File: config.mk
export PLATFORM = sky130hd
export DESIGN_NAME = swmc_ctrl
export DESIGN_NICKNAME = d
export VERILOG_FILES = /design/src/rtl/core/swmc_pkg.sv /design/src/rtl/core/swmc_ctrl.sv
export SDC_FILE = /design/constraint.sdc
export NUM_CORES = 1
export LEC_CHECK = 0
export BUFFER_PORTS_ARGS = -buffer_cell sky130_fd_sc_hd__buf_2
export CORE_AREA = 5 5 42 44
export DETAILED_ROUTE_END_ITERATION = 16
export DIE_AREA = 0 0 47 49
export PLACE_DENSITY = 0.49
export SETUP_SLACK_MARGIN = 0.4
export SKIP_LAST_GASP = 1
export SLEW_MARGIN = 10
export SYNTH_ARGS = -nofsm -noshare
export SYNTH_HDL_FRONTEND = slang
export SYNTH_SLANG_ARGS = --single-unit
File: constraint.sdc
create_clock -name clk -period 1.7 [get_ports clk]
set_input_delay 0.425 -clock clk [delete_from_list [all_inputs] [get_ports clk]]
set_output_delay 0.425 -clock clk [all_outputs]
set_load 0.005 [all_outputs]
File: src/rtl/core/swmc_pkg.sv
package swmc_pkg;
    localparam int MAX_WINDOW_DEF  = 64;
    localparam int SAMPLE_BITS_DEF = 32;
    localparam int SAMPLE_W        = 32;
    localparam int COST_W          = 38;
    localparam int LEN_W           = 7;
    localparam logic [LEN_W-1:0] LEN_RESET = 7'd3;

    typedef struct packed {
        logic clear;     // empty window (length write)
        logic load;      // latch incoming sample, start step
        logic restart;   // empty window before this sample
        logic evict;     // remove pass
        logic insert;    // insert pass
        logic median;    // fetch median, set up accumulate
        logic acc;       // accumulate pass
        logic first;     // first cycle of a pass
    } swmc_cmd_t;

    typedef struct packed {
        logic scan_done;
        logic full;
    } swmc_sts_t;
endpackage

File: src/rtl/core/swmc_ctrl.sv
module swmc_ctrl
    import swmc_pkg::*;
(
    input  logic      clk,
    input  logic      rst_n,
    input  logic      in_valid,
    input  logic      in_restart,
    output logic      in_ready,
    input  logic      cfg_valid,
    output logic      cfg_ready,
    output logic      out_valid,
    input  logic      out_ready,
    input  swmc_sts_t sts,
    output swmc_cmd_t cmd
);
    typedef enum logic [2:0] {
        S_IDLE, S_EV0, S_EV, S_IN0, S_IN, S_MED0, S_MED, S_AC
    } state_t;
    state_t state_reg;
    logic   out_valid_reg;
    logic   idle;
    logic   take;

    // length write wins over a sample offered in the same cycle
    assign idle      = (state_reg == S_IDLE) && !out_valid_reg;
    assign cfg_ready = idle;
    assign in_ready  = idle && !cfg_valid;
    assign take      = in_valid && in_ready;
    assign out_valid = out_valid_reg;

    always_comb
    begin
        cmd = '0;
        cmd.clear   = cfg_valid && idle;
        cmd.load    = take;
        cmd.restart = take && in_restart;
        case (state_reg)
            S_EV0:
            begin
                cmd.evict = 1'b1;
                cmd.first = 1'b1;
            end
            S_EV:   cmd.evict = 1'b1;
            S_IN0:
            begin
                cmd.insert = 1'b1;
                cmd.first  = 1'b1;
            end
            S_IN:   cmd.insert = 1'b1;
            S_MED0:
            begin
                cmd.median = 1'b1;
                cmd.first  = 1'b1;
            end
            S_MED:  cmd.median = 1'b1;
            S_AC:   cmd.acc = 1'b1;
            default: ;
        endcase
    end

    always_ff @(posedge clk or negedge rst_n)
    begin
        if (!rst_n)
        begin
            state_reg     <= S_IDLE;
            out_valid_reg <= 1'b0;
        end
        else
        begin
            if (out_valid_reg && out_ready)
                out_valid_reg <= 1'b0;
            case (state_reg)
                S_IDLE: if (take) state_reg <= S_EV0;
                S_EV0:  state_reg <= sts.full ? S_EV : S_IN0;
                S_EV:   if (sts.scan_done) state_reg <= S_IN0;
                S_IN0:  state_reg <= S_IN;
                S_IN:   if (sts.scan_done) state_reg <= S_MED0;
                S_MED0: state_reg <= sts.full ? S_MED : S_IDLE;
                S_MED:  state_reg <= S_AC;
                S_AC:
                begin
                    if (sts.scan_done)
                    begin
                        state_reg     <= S_IDLE;
                        out_valid_reg <= 1'b1;
                    end
                end
                default: state_reg <= S_IDLE;
            endcase
        end
    end
endmodule

After elaboration in Yosys (flattened, before gate mapping)
Cells that the tools add are included.
{"block": "op_classes", "eq_ne": 11, "mux": 15, "reduce_logical": 14}
{"operator": "3-bit case mux with 8 select lines", "n": 1}
{"operator": "3-bit two-way mux", "n": 5}
{"operator": "3-bit equality test (second input constant)", "n": 4}
{"operator": "1-bit two-way mux", "n": 9}
{"operator": "2-bit inequality test (second input constant)", "n": 4}
{"operator": "3-bit by 2-bit equality test with 1-bit output (second input constant)", "n": 2}
{"operator": "1-bit logical AND", "n": 6}
{"operator": "2-bit OR reduction", "n": 3}
{"operator": "4-bit AND reduction", "n": 1}
{"operator": "3-bit by 1-bit equality test with 1-bit output (second input constant)", "n": 1}
{"operator": "3-bit zero test", "n": 1}
{"operator": "3-bit OR reduction", "n": 1}
{"operator": "1-bit zero test", "n": 2}
{"block": "totals", "reg_bits": 4, "elab_cells": 42}

Logic depth before layout (Yosys ltp)
{"block": "depth", "depth_word": 6, "mapped_depth": 4, "mapped_depth_nobuf": 3}

Worst setup path before layout
OpenSTA, ideal clock, no wires.
{"block": "synth_timing", "path_kind": "register -> output", "from": "register state_reg[2]", "to": "output port cmd[5] (netlist bit)", "arrival_time_ps": 1064, "required_ps": 1275, "path_slack_ps": 211, "stages_incl_launch_ff": 4, "n_path_buf": 0, "path_cell_list": "dfrtp_1 nor4_4 and3b_1 and2_1"}
{"element": "start, declared", "line_no": "swmc_ctrl.sv:19", "rtl": "state_t state_reg;"}
{"element": "start signal, assigned", "line_no": "swmc_ctrl.sv:74", "rtl": "S_EV0: state_reg <= sts.full ? S_EV : S_IN0;"}
{"element": "start signal, assigned", "line_no": "swmc_ctrl.sv:78", "rtl": "S_MED0: state_reg <= sts.full ? S_MED : S_IDLE;"}
{"element": "end, declared", "line_no": "swmc_ctrl.sv:14", "rtl": "output swmc_cmd_t cmd"}

==> key figures <==
Synthesis
  • Post-synthesis net count: 47
  • Synth cell count leaders: a21oi_1, dfrtp_1, nor2b_1
  • Synth top area share: between 30% and 40%
  • Netlist cell types: 21
  • Cell accounting for the most synthesized area: dfrtp_1
  • Syn. warnings: 0
  • Synthesized area: ~320 sq um
  • Synth async-reset ratio: 100%
  • Sequential-to-total area share from yosys stat: about a third
  • Gate count of the mapped netlist: 39
  • Seq cells post-synth: 4
  • Synth top area cells: dfrtp_1, a21oi_1, nor2b_1, nor4_4, buf_2
  • Most used DFF post-synth: dfrtp_1
  • Count leader, synth: a21oi_1
  • Post-synth EDFFs: 0
  • Syn_area_per_cell: just over 8 sq um

Final layout
  • Final nets: between 70 and 80
  • ANT cells: 0
  • Ratio of cells with drive above 1 in the final layout: approximately 50%
  • Final design utilization: between 30% and 40%
  • Layout area overhead: 65.2%
  • Max FFs per register: 3

Routing
  • Post-detailed-route wirelength per cell: around 11 um
  • Via Count: 348
  • Via-to-Cell Ratio: between 4 and 5
  • DRC: 0
  • Detailed Route WL: about 860 um
  • Initial DRT Pass Iterations: 4
  • Drt first-iter violations: 4
  • Final ANT Viol Nets: 0

Placement
  • Pre-CTS setup slack: 0.129 ns
  • I/O Buffers: 18
  • Final Wtd Congestion: ~0.63
  • Post-DP HPWL: between 600 and 700 um

Floorplan
  • Die footprint: about 0.0023 sq mm
  • Row Count: 14
  • Number of placed I/O pins: 19
  • Die width: about 47 um
  • Core area: 0.00140 sq mm
  • Initial core utilization: 22.6%
  • Chip Height: ~49 um

Worst setup path
  • Arrival time worst endpoint: 1.37 ns
  • CP max FO: 4
  • Cell breakdown of the critical path: nor4_4 -> and3b_1 -> and2_1 -> buf_2
  • Crit Path Category: flop to primary output
  • Slowest CP cell: dfrtp_1
  • Delay-heaviest family, CP: simple AND/OR/NAND/NOR gates
  • Crit path launch type: flop
  • Buf+Inv Stages, Crit Path: 1
  • Reg-to-reg slack, setup: 0.38 ns
  • Setup crit end kind: primary output
  • Req. time, crit path: 1.27 ns
  • Slowest stage delay, CP: roughly 0.40 ns

GRT
  • Largest net degree at the start of global routing: 13
  • Initial antenna violation count: 0
  • Global-route wire length before repair: about 1.3 mm
  • Vias in the first global route: 310
  • GRT Total Usage: 7.42%
  • Total grt overflow: 0

Min path
  • Worst Hold Class: primary input to flop

STA
  • Rel. slew slack: between 80% and 90%
  • Endpoints failing hold: 0
  • Setup Viol. Count Final: 1
  • Worst setup margin: -0.0979 ns
  • FMAX: around 560 MHz
  • Clock skew: roughly 0.0031 ns
  • Worst Tran Pin Value: roughly 0.25 ns
  • RSZ-0062 raised after global routing: true
  • Slew Limit Fails: 0
  • Period utilisation layout: 106%
  • Minimum clock period: approximately 1.8 ns

Pwr
  • Worst vdd ir: 0.807 mV
  • Cell Pwr Density: around 1800 mW/mm^2
  • Static leakage power: approximately 0.27 nW

Clocking
  • Worst-Skew Late Latency: about 0.23 ns
  • TritonCTS buffer count: 3
  • Clock Root Buffer: clkbuf_4
  • H-tree levels: 1
  • # clock sinks: 4
  • Clock Tree Buf Depth: 2
  • Clk slew on worst S/H paths: 0.04 ns
  • CTS tree: done

Status
  • Failing checks: setup timing
  • Status: finished with violations

Job
  • Number of max-cap violations: 0
==> worst paths after layout <==
kind / depth (start not counted) / from / endpoint
worst max-delay path: 4 / state_reg[2]$_DFFE_PN0P_ / cmd[5]
worst min-delay path: 2 / sts[1] / out_valid$_DFF_PN0_
worst max register to register: 6 / state_reg[1]$_DFFE_PN0P_ / state_reg[0]$_DFFE_PN0P_
worst min register to register: 1 / out_valid$_DFF_PN0_ / out_valid$_DFF_PN0_
max in group asynchronous: 2 / rst_n / state_reg[1]$_DFFE_PN0P_
min in group asynchronous: 2 / rst_n / out_valid$_DFF_PN0_
==> stage by stage <==
| stage | cell area (sq um) | hold slack, ns | std cells | total power [mW] | TNS, ns |
|---|---|---|---|---|---|
| after global placement | 429 | 0.234 | 72 | 0.684 | 0 |
| after detailed placement | 429 | 0.235 | 72 | 0.685 | 0 |
| after floorplan | 319 | 0.129 | 39 | 0.502 | 0 |
| final | 523 | 0.484 | 80 | 0.965 | -0.0979 |
| after CTS | 489 | 0.478 | 77 | 0.882 | -0.143 |
| after global routing | 523 | 0.508 | 80 | 1.05 | -0.357 |
==> power breakdown <==
part | total [mW] | internal [mW] | switching (mW)
Combinational | 0.655 | 0.366 | 0.289
Clock | 0.115 | 0.0788 | 0.0362
Sequential | 0.195 | 0.143 | 0.0520
Total | 0.965 | 0.588 | 0.377
==> routing by layer <==
layer  share of wire [%]  routed length, um  up-vias  global-route usage [%]
met5                   0                  0        -                       0
met4                   0                  0        0                       0
met3                  11                 93        0                    5.54
met2                  47                399       14                    11.1
met1                  42                363      152                    9.09
li1                    -                  -      182                       -
==> cell families after synthesis <==
family,synth area share (%)
AND/OR/NAND/NOR,38.3
buffers and inverters,9.49
XOR/XNOR,2.77
flip-flops,31.6
AO/OA/AOI/OAI,17.8
==> timing repair <==
item	4_1_cts	5_1_grt
pin swaps	0	0
hold buffers	1	0
endpoints found under the setup margin	10	10
buffers inserted	1	3
gates resized for setup	4	2
hold endpoints to repair	4	0
==> cell usage in the layout (no fill, tap or decap), types with 2 or more instances in the layout <==
| cell | n |
|---|---|
| buf_2 | 18 |
| and2_1 | 2 |
| nor2b_1 | 3 |
| a21oi_1 | 5 |
| nand2_1 | 2 |
| inv_1 | 2 |
| buf_4 | 5 |
| nor2_1 | 3 |
| dfrtp_1 | 4 |
| clkbuf_4 | 3 |
| o21ai_0 | 2 |
| buf_6 | 2 |
==> layout make-up <==
type                    instances  area [sq um]
fillers                       161           878
flip-flops and latches          4           100
well taps                      16          20.0
clock buffers                   3          22.5
repair buffers                 26           160
inverters                       2          7.51
multi-input cells              29           213
==> worst register-to-register path, cell delays in order, from the launching register on <==
cell      delay [ns]
dfrtp_1         0.40
buf_6           0.16
buf_4           0.13
buf_4           0.13
nor4b_1         0.28
a21oi_1         0.08
nand3b_1        0.09
Power figures use the tool's default switching activity.
